$ cat config.mk
export PLATFORM = sky130hd
export DESIGN_NAME = mqfb_ram
export DESIGN_NICKNAME = d
export VERILOG_FILES = /design/src/rtl/mqfb_ram.sv
export SDC_FILE = /design/constraint.sdc
export NUM_CORES = 2
export LEC_CHECK = 0
export BUFFER_PORTS_ARGS = -buffer_cell sky130_fd_sc_hd__buf_4
export CORE_MARGIN = 5
export CORE_UTILIZATION = 60
export CTS_CLUSTER_DIAMETER = 100
export CTS_CLUSTER_SIZE = 40
export DETAILED_ROUTE_END_ITERATION = 10
export PLACE_DENSITY = 0.74
export SETUP_SLACK_MARGIN = 0.1
export SLEW_MARGIN = 20
export SYNTH_ARGS = -nofsm -noshare
export SYNTH_HDL_FRONTEND = slang
export SYNTH_SLANG_ARGS = --single-unit
$ cat constraint.sdc
create_clock -name clock -period 5.1 [get_ports clock]
set_input_delay 0.51 -clock clock [delete_from_list [all_inputs] [get_ports clock]]
set_output_delay 0.51 -clock clock [all_outputs]
set_load 0.01 [all_outputs]
$ cat src/rtl/mqfb_ram.sv
// Generic single-write, single-read RAM with registered read data.
// No dependencies.
module mqfb_ram #(
   parameter int WIDTH = 16,
   parameter int DEPTH = 256
) (
   input  logic                     clock,
   input  logic                     wr_en,
   input  logic [$clog2(DEPTH)-1:0] wr_addr,
   input  logic [WIDTH-1:0]         wr_data,
   input  logic [$clog2(DEPTH)-1:0] rd_addr,
   output logic [WIDTH-1:0]         rd_data
);

   logic [WIDTH-1:0] mem_ff [DEPTH];
   logic [WIDTH-1:0] rd_data_ff;

   always_ff @(posedge clock) begin
      if (wr_en) begin
         mem_ff[wr_addr] <= wr_data;
      end
      rd_data_ff <= mem_ff[rd_addr];
   end

   assign rd_data = rd_data_ff;

endmodule

Yosys cells after proc, flatten, opt, wreduce, memory -nomap -nowiden --
Memories as Yosys holds them, arrays and structs flattened. A register that Yosys moved wholly into a read port is not among the register bits. Cells that the tools add are included. Widths: inputs -> output; s select.
Word-level totals: bits of input ports 34, memory bits (writable) 4096, latch bits 0, memories kept 1, bits in registers 0, bits in read-only memories 0, word-level logic and storage cells 3, output and inout port bits 16
Memories:
- mem_ff | words 256, bits a word 16, rd ports 1, clocked after memory_dff 1, write ports 1, RTL line 15 | logic [WIDTH-1:0] mem_ff [DEPTH];
Cells by class: magnitude comparators 0, equal/unequal tests 0, multipliers 0, reductions and logical operators 0, $add $sub $neg 0, bitwise operators 0, divide/modulo/power cells 0, shifts and indexed selects 0, mux-type cells 2
Operators with widths (count):
- $mux 1 | 2

Longest topological paths before layout --
depth in word-level cells 2, gate-level depth with buffers 12, depth with buffers taken out 6

Least setup slack after synthesis --
No wires, ideal clock.
path type in2reg, from input port wr_addr[3], to memory mem_ff[235][0], enable pin, data arrival time 2.287 ns, library setup time 0.388 ns, stages on the path 6, path slack 2.425 ns, cell sequence clkbuf_1 > nor2b_1 > clkbuf_1 > nand4_1 > clkbuf_1 > nor2_1
RTL lines:
- start, declared | RTL line 9 | input logic [$clog2(DEPTH)-1:0] wr_addr,
- end, declared | RTL line 15
No word-level cell before the write port.

==> reports/results.ini <==
[detailed_routing]
via_per_inst=6.99
dr.max_layer_used=met5
vias=77600
wl_met1_um=143000
met2_length_um=185000
drt-total-wl_um=389000
dr.pass1.iters=9
wl_met3_um=46600
drt_iter0_markers=13100
route.detailed.drc=0
wire_per_inst_um=35.1
antenna_left=0

[worst_setup_path]
crit_fanout=58
crit_type=in -> reg
start_kind=primary input
critPathCaptureType=flip-flop
reg2reg_from=mem_ff[3][11]$_DFFE_PP_
cp.required_ns=5.80
crit_start=rd_addr[0]
arrival_ns=4.26

[finish]
final_area_um2=169000
post-route-util_pct=64.2
drive_gt1_share_pct=21.1
fill_cells=16900
nets=7556
final_cells=11100
syn_to_final_growth_pct=6.35

[sta]
fmax_mhz=281
drv_slew=0
tns_ns=0
skew_ns=0.0623
grt_setup_unrepaired=no
holdWs_ns=0.0856
finalCriticalPeriod_ns=3.56
period_share_pct=69.9
worst_slack_ns=1.54
max_slew_margin_pct=18.8
setup_viol=0
worst_slew_pin_slew_ns=1.22
finalHoldViolations=0

[flow_run]
cap_violations=0

[global_route]
grt_pass1_vias=75600
grt_pass1_wl_um=558000
grt_max_degree=193
grt_usage_pct=28.4
grt-ovfl-total=0
antenna_found_initial=20

[clock_tree]
htreeDepth=3
postCtsSetupBuffers=0
cts_hold_buf=0
root_buffer=clkbuf_16
clkTransAtPathRegs_ns=0.14
cts_made_buffers=119
cts_resized=0
clock_latency_ns=0.85
clock-sinks=4112
cts_tree=yes
ctsLongestPathBuffers=3

[place]
dpl_worst_slack_ns=0.710
portBuffers=49
gp_congestion=0.882
hpwlAfterDp_um=235000
dpl.cell_count=10900
dpl_cell_area_um2=165000

[yosys]
synth_flop_cell=edfxtp_1
yosysWarningCount=0
synth_edf_count=4096
synthCells=7360
avgSynthCellArea_um2=21.6
ys_seq_area_share_pct=77.7
synth.cell_area_um2=159000
ys_seq_elements=4112
ys_types=52
synth_nets=7394
async_flop_share_pct=0

[pwr]
ir_drop_mv=0.351
p_leak_nw=52.1
power_mw=54.8
power_density_nw_per_um2=325

[floorplan]
dieArea_um2=275000
io_pins=50
row_count=188
initial_utilization_pct=60.4
die_w_um=524
core_area_um2=263000
die_h_um=524

[min_path]
min_from=wr_data[11]
hold_class=in -> reg

[run_status]
outcome=finished, final reports clean

==> power by group <==
group,internal (mW),total (mW),switching [mW]
Sequential,37.2,37.3,0.0695
Combinational,1.19,3.42,2.23
Clock,4.70,14.1,9.38
Total,43.1,54.8,11.7
==> cell type report <==
type	instances	area, µm²	area share [%]
Sequential cell	4112	123000	73.1
Multi-Input combinational cell	2792	32900	19.5
Timing Repair Buffer	493	4480	2.66
Tap cell	3515	4400	2.61
Clock buffer	149	3180	1.89
Clock inverter	36	427	0.253
Inverter	4	27.5	0.0163
Antenna cell	7	17.5	0.0104
==> metal layers <==
metal	vias to the layer above	track usage, %
met5	-	0
met4	12	8.60
met3	548	5.52
met2	5083	44.1
met1	40700	41.9
li1	31200	-
==> critical path, stage by stage <==
cell	delay, ns
buf_16	0.40
buf_12	0.30
mux4_2	0.53
mux2_2	0.32
a22oi_1	0.53
nand2_1	0.22
o32ai_1	1.05
nor4_1	0.19
==> final timing paths <==
| kind | to | slack (ns) | depth (start not counted) |
|---|---|---|---|
| hold / removal | mem_ff[249][11]$_DFFE_PP_ | 0.09 | 1 |
| setup / recovery | rd_data[11]$_DFF_P_ | 1.54 | 8 |
| hold reg to reg | rd_data[14]$_DFF_P_ | 1.13 | 6 |
| setup reg to reg | rd_data[11]$_DFF_P_ | 1.75 | 6 |
==> registers in the layout, summed over array words and instances, names as in the netlist <==
signal and cells:
rd_data 16, mem_ff 4096
==> cell families after synthesis <==
family / synth area share [%]
compound gates: 3.54
buf+inv: 1.69
flops: 77.7
mux: 15.5
simple gates: 1.57
==> cells in the mapped netlist, types with 43 or more instances <==
cell type  number  area [µm²]
nor3_1         92         460
mux4_2        797       17900
buf_6          77         867
mux2_2         88         991
mux2i_1       565        5660
buf_2          76         380
o221ai_1      252        2210
edfxtp_1     4096      123000
a21oi_1       175         876
nor2_1        304        1140
a22oi_1        43         323
clkbuf_1      230         863
o22ai_1       148         926
==> cell usage in the layout, fill, tap and decap left out, types with 32 or more instances in the layout <==
cell type,instances
edfxtp_1,4096
nor2_1,272
o21ai_0,37
mux2_2,88
a21oi_1,175
nor3_1,88
a22o_1,32
buf_12,50
o221ai_1,252
o22ai_1,148
mux4_2,797
a22oi_1,43
buf_4,423
clkbuf_16,121
mux2i_1,565
nand2_1,38
Note: power is estimated with default switching activity, not from simulation.
