### src/rtl/mqfb_pkg.sv
// Shared types, constants and the coefficient table of the multichannel Q15 band-pass FIR.
// Used by mqfb_mac and the top level; depends on nothing.
package mqfb_pkg;

   localparam int TAPS_DEF    = 129;
   localparam int CH_MAX_DEF  = 64;
   localparam int WIN_MAX_DEF = 512;
   localparam int HIST_LEN    = 128;
   localparam int TAIL_AW     = 7;
   localparam int ACC_W       = 40;
   localparam int CFG_W       = 12;

   localparam logic [1:0] REG_CHANNEL_COUNT = 2'd0;
   localparam logic [1:0] REG_WINDOW_LENGTH = 2'd1;
   localparam logic [1:0] REG_HOP_LENGTH    = 2'd2;
   localparam logic [1:0] REG_UNLISTED      = 2'd3;

   typedef enum logic [2:0] {
      ST_TCLR,
      ST_IDLE,
      ST_FIR,
      ST_DRAIN,
      ST_RESULT,
      ST_REB_RD,
      ST_REB_WR
   } state_type;

   typedef struct packed {
      logic clear;
      logic valid;
   } mac_ctrl_type;

   // first half of the symmetric coefficient set, taps 0..64
   function automatic logic signed [15:0] coef_half(input logic [6:0] k);
      logic signed [15:0] c;
      case (k)
         7'd0: c = -16'sd12;    7'd1: c = -16'sd23;    7'd2: c = -16'sd18;
         7'd3: c = 16'sd1;      7'd4: c = 16'sd15;     7'd5: c = 16'sd11;
         7'd6: c = -16'sd2;     7'd7: c = -16'sd2;     7'd8: c = 16'sd20;
         7'd9: c = 16'sd45;     7'd10: c = 16'sd43;    7'd11: c = 16'sd12;
         7'd12: c = -16'sd13;   7'd13: c = -16'sd3;    7'd14: c = 16'sd27;
         7'd15: c = 16'sd26;    7'd16: c = -16'sd27;   7'd17: c = -16'sd89;
         7'd18: c = -16'sd93;   7'd19: c = -16'sd38;   7'd20: c = 16'sd3;
         7'd21: c = -16'sd31;   7'd22: c = -16'sd104;  7'd23: c = -16'sd107;
         7'd24: c = 16'sd0;     7'd25: c = 16'sd127;   7'd26: c = 16'sd144;
         7'd27: c = 16'sd51;    7'd28: c = -16'sd6;    7'd29: c = 16'sd87;
         7'd30: c = 16'sd251;   7'd31: c = 16'sd283;   7'd32: c = 16'sd103;
         7'd33: c = -16'sd116;  7'd34: c = -16'sd144;  7'd35: c = 16'sd16;
         7'd36: c = 16'sd97;    7'd37: c = -16'sd107;  7'd38: c = -16'sd447;
         7'd39: c = -16'sd557;  7'd40: c = -16'sd295;  7'd41: c = 16'sd38;
         7'd42: c = 16'sd43;    7'd43: c = -16'sd266;  7'd44: c = -16'sd414;
         7'd45: c = -16'sd33;   7'd46: c = 16'sd623;   7'd47: c = 16'sd901;
         7'd48: c = 16'sd535;   7'd49: c = 16'sd47;    7'd50: c = 16'sd162;
         7'd51: c = 16'sd868;   7'd52: c = 16'sd1271;  7'd53: c = 16'sd612;
         7'd54: c = -16'sd696;  7'd55: c = -16'sd1363; 7'd56: c = -16'sd738;
         7'd57: c = 16'sd166;   7'd58: c = -16'sd415;  7'd59: c = -16'sd2839;
         7'd60: c = -16'sd5033; 7'd61: c = -16'sd4115; 7'd62: c = 16'sd620;
         7'd63: c = 16'sd6398;  7'd64: c = 16'sd8995;
         default: c = 16'sd0;
      endcase
      return c;
   endfunction

   function automatic logic signed [15:0] coef_at(input logic [7:0] k);
      logic [7:0] m;
      m = (k <= 8'd64) ? k : 8'd128 - k;
      return coef_half(m[6:0]);
   endfunction

endpackage

### src/rtl/mqfb_mac.sv
// Shared multiply-accumulate unit: registered product, exact accumulator, round and saturate.
// Depends on mqfb_pkg.
module mqfb_mac (
   input  logic                 clock,
   input  logic                 reset,
   input  mqfb_pkg::mac_ctrl_type ctrl,
   input  logic signed [15:0]   coef,
   input  logic signed [15:0]   sample,
   output logic signed [15:0]   result
);

   logic signed [31:0]                 prod_ff;
   logic                               prod_vld_ff;
   logic signed [mqfb_pkg::ACC_W-1:0]  acc_ff;
   logic signed [mqfb_pkg::ACC_W-1:0]  rounded;
   logic signed [mqfb_pkg::ACC_W-1:0]  shifted;

   always_ff @(posedge clock) begin
      prod_ff <= coef * sample;
      if (reset || ctrl.clear) begin
         prod_vld_ff <= 1'b0;
         acc_ff      <= '0;
      end else begin
         prod_vld_ff <= ctrl.valid;
         if (prod_vld_ff) begin
            acc_ff <= acc_ff + mqfb_pkg::ACC_W'(prod_ff);
         end
      end
   end

   always_comb begin
      rounded = acc_ff + mqfb_pkg::ACC_W'(16384);
      shifted = rounded >>> 15;
      if (shifted > mqfb_pkg::ACC_W'(32767)) begin
         result = 16'sh7fff;
      end else if (shifted < -mqfb_pkg::ACC_W'(32768)) begin
         result = 16'sh8000;
      end else begin
         result = shifted[15:0];
      end
   end

endmodule

### config.mk
export PLATFORM = sky130hd
export DESIGN_NAME = mqfb_mac
export DESIGN_NICKNAME = d
export VERILOG_FILES = /design/src/rtl/mqfb_pkg.sv /design/src/rtl/mqfb_mac.sv
export SDC_FILE = /design/constraint.sdc
export NUM_CORES = 1
export LEC_CHECK = 0
export BUFFER_PORTS_ARGS = -buffer_cell sky130_fd_sc_hd__buf_2
export CORE_MARGIN = 2
export CORE_UTILIZATION = 40
export CTS_CLUSTER_SIZE = 14
export DETAILED_ROUTE_END_ITERATION = 7
export GPL_TIMING_DRIVEN = 0
export MAX_ROUTING_LAYER = met4
export PLACE_DENSITY = 0.58
export SLEW_MARGIN = 15
export SYNTH_ARGS = -nofsm -noshare
export SYNTH_HDL_FRONTEND = slang
export SYNTH_SLANG_ARGS = --single-unit
### constraint.sdc
create_clock -name clock -period 18.96 [get_ports clock]
set_input_delay 1.896 -clock clock [delete_from_list [all_inputs] [get_ports clock]]
set_output_delay 1.896 -clock clock [all_outputs]
set_load 0.01 [all_outputs]
Word level (Yosys, flattened, before mapping)
Cells that the tools add are included.
Widths: inputs -> output; s select.
{ "word_totals": {"reg_bits": 73, "out_inout_bits": 16, "wordCells": 11} }
{ "op_classes": {"reduce_logical": 1, "n_mux": 2, "multipliers": 1, "order_cmp": 2, "add_sub_neg": 2} }
{ "op_table": {"columns": ["operator", "count"], "rows": [
  ["$add 40x16->40 const B", 1],
  ["$add 40x32->40", 1],
  ["$mul 16x16->32", 1],
  ["$mux 16", 2],
  ["$gt 25x16->1 const B", 1],
  ["$lt 25x16->1 const B", 1],
  ["$logic_or 1x1->1", 1]
]} }

Logic depth before layout (Yosys ltp)
{ "depth": {"ltp_word": 4, "ltp_mapped": 24, "depth_no_buf": 23} }

Least setup slack after synthesis
No wires, ideal clock.
{ "synth_path": {"kind": "input port to flip-flop", "start": "input port sample[15]", "end": "register prod_ff[28]", "t_required_ns": 18.888, "path_stages": 21, "path_slack_ns": 11.383, "t_arrival_ns": 7.505, "setup_time_ns": 0.072, "path_cell_list": "inv_1 clkbuf_1 nor2_1 fa_1 fa_1 fa_1 fa_1 fa_1 inv_1 fa_1 inv_1 ha_1 a21o_1 a211o_1 a211oi_2 o41ai_2 a221oi_2 o311a_1 nand2b_1 a21oi_1 xnor2_1"} }
{ "synth_between": {"elab_chain_cells": 1} }
{ "synth_rtl": {"columns": ["element", "line_no", "rtl"], "rows": [
  ["start: declaration", "mqfb_mac.sv:8", "input logic signed [15:0] sample,"],
  ["$mul 16x16->32", "mqfb_mac.sv:19", "prod_ff <= coef * sample;"],
  ["end signal: assignment", "mqfb_mac.sv:19", null],
  ["end: declaration", "mqfb_mac.sv:12", "logic signed [31:0] prod_ff;"]
]} }
Every way passes these cells.
A chain may end at the register's enable or synchronous reset.

Worst setup path after layout
{ "layout_path": {"start": "input port coef[15]", "end": "register prod_ff[31]"} }
{ "layout_between": {"elab_chain_cells": 1} }
{ "layout_rtl": {"columns": ["element", "line_no", "rtl"], "rows": [
  ["start: declaration", "mqfb_mac.sv:7", "input logic signed [15:0] coef,"],
  ["$mul 16x16->32", "mqfb_mac.sv:19", null]
]} }
Every way passes these cells.

==> out/summary.txt <==
run status -> finished clean
Post-Syn Area per Cell -> 8.76 um2
crit path max-delay cell type -> fa_1
Slew Viols, Final -> 0
RePlAce Congestion -> 0.919
WL/cell -> 16.9 um
drt pass-1 iters -> 5
crit-path cells -> buf_2 -> clkbuf_1 -> nand2_1 -> inv_1 -> fa_1 -> inv_1 -> fa_1 -> inv_1 -> fa_1 -> fa_1 -> fa_1 -> inv_1 -> fa_1 -> inv_1 -> ha_1 -> nand3_1 -> nor2_1 -> nand3_1 -> o211ai_1 -> a21oi_1 -> a211oi_1 -> a211o_1 -> a21oi_1 -> xnor2_1
Critical Path AT -> 8.36 ns
CTS clk-pin slew, worst paths -> 0.06 ns
asr flop ratio synth -> 0%
slowest stage delay, CP -> 0.54 ns
first-pass GRT wire length -> 62200 um
largest net degree at the start of global routing -> 13
grt total ovfl -> 0
most frequent cells in the layout -> inv_1, fa_1, nand2_1
final WL -> 37600 um
Required @ worst endpoint -> 19.18 ns
chip height -> 196 um
# hold bufs at CTS -> 0
Worst R2R Path Depth -> 11
area fraction of the dominant cell type after synthesis -> 35.6%
Worst Hold Depth -> 2
dpl hpwl -> 31900 um
CP Capture Type -> flip-flop
remaining antenna violation count -> 0
FMAX -> 0.123 GHz
most used cell, CP -> fa_1
final clock skew -> 0.0130 ns
maxcap violations -> 0
Area contributors post-synth -> fa_1, ha_1, dfxtp_1
clk sink count -> 73
syn_nets -> 2107
startpoint types -> input port
area grow syn2layout -> 7.89%
vias in the first global route -> 11800
dpl cells -> 2205
Tcrit/Tclk final -> 42.9%
H-tree Lvls -> 3
initial antenna violation count -> 0
clock buffer depth -> 2
post-route setup TNS -> 0 ns
main flop type after synthesis -> dfxtp_1
RSZ-0062 raised after global routing -> no
Non-Filler Instances -> 2222
Via density -> 5.08
PortBufs -> 51
Distinct cells, synth -> 73
post-layout min period -> 8.14 ns
Max FO, Critical Path -> 10
commonest non-fill, non-tap cell in the layout -> inv_1
Seq cells post-synth -> 73
Ports -> 52
setup repair bufs after CTS -> 0
HP Class -> reg2reg
die width -> 196 um
kind of critical path -> in2reg
Fin. Hold Viols -> 0
CTS tree -> built
floorplan row count -> 70
GRT Total Usage -> 21.0%
core area -> 36500 um2
layout cells sized above 1 -> 6.05%
drt first-iter violations -> 592
Mapped Cells -> 1686
initial core utilization -> 40.4%
nets -> 2169
register area share after synthesis -> 9.89%
Root Driver -> clkbuf_16
final hold slack -> 0.473 ns
DIE AREA -> 38500 um2
Slew @ Worst Pin -> 0.880 ns
Post-CTS Resized -> 0
CTS buffer count -> 9
detailed-route DRC error count -> 0
Worst slew margin -> 41.4%
Yosys top cell by area -> fa_1
YS warnings -> 0
Setup Viol. Count Final -> 0
worst skew pair latency -> 0.35 ns
Post-Syn Area -> 14800 um2
EDFF count, synth -> 0
final core utilization -> 43.6%
DR vias -> 11300
flip-flops by register name, summed over array words and instances, names as in the netlist:
| name | flops |
|---|---|
| prod_ff | 32 |
| prod_vld_ff | 1 |
| acc_ff | 40 |
worst paths after layout:
check	slack (ns)	end	start
max reg2reg	15.87	acc_ff[39]	prod_ff[31]
min reg2reg	0.47	acc_ff[4]	acc_ff[4]
max	10.82	prod_ff[31]	coef[15]
min	0.47	acc_ff[4]	acc_ff[4]
cells in the mapped netlist, types with 21 or more instances:
| master | count |
|---|---|
| inv_1 | 343 |
| fa_1 | 263 |
| nand2_1 | 171 |
| and2_1 | 130 |
| ha_1 | 122 |
| dfxtp_1 | 73 |
| a21oi_1 | 69 |
| nor2_1 | 65 |
| xnor2_1 | 50 |
| clkbuf_1 | 44 |
| a21o_1 | 42 |
| o21ai_0 | 41 |
| nand3_1 | 32 |
| xor2_1 | 32 |
| mux2i_1 | 21 |
logic make-up after synthesis:
| group | share of synthesized area, % |
|---|---|
| AND/OR/NAND/NOR | 16.2 |
| buffers and inverters | 10.4 |
| adder cells (fa/ha/maj) | 46.0 |
| AO/OA/AOI/OAI | 11.3 |
| XOR/XNOR | 4.86 |
| flip-flops | 9.89 |
| multiplexers | 1.42 |
critical path, delay by kind of cell:
kind / cells / cell delay (ns)
AND/OR/NAND/NOR: 4 / 0.73
XOR/XNOR: 1 / 0.13
AO/OA/AOI/OAI: 5 / 1.14
buffers and inverters: 7 / 1.20
adder cells (fa/ha/maj): 7 / 3.26
area by class of cell:
cell class / count / area, um2
Clock inverter: 5 / 78.8
Timing Repair Buffer: 51 / 255
Fill cell: 3648 / 20600
Antenna cell: 1 / 2.50
Buffer: 55 / 241
Multi-Input combinational cell: 1214 / 11800
Clock buffer: 11 / 243
Tap cell: 468 / 586
Inverter: 344 / 1290
Sequential cell: 73 / 1460
through the flow:
stage / area (um2) / setup slack (ns)
finish: 15900 / 10.82
CTS: 15900 / 10.78
global route: 15900 / 10.37
detailed placement: 15600 / 10.43
floorplan: 14800 / 11.38
global placement: 15600 / 10.47
routing by layer:
metal | vias up | track usage (%) | part of all wire (%)
met5 | - | - | 0
met4 | 0 | 5.16 | 1.9
met3 | 42 | 1.60 | 3.9
met2 | 256 | 34.7 | 47
met1 | 5560 | 28.2 | 48
li1 | 5424 | - | -
Power is left out: the tool's default activity adds up to more than one toggle a clock period on the data nets, which glitch-free logic cannot reach.
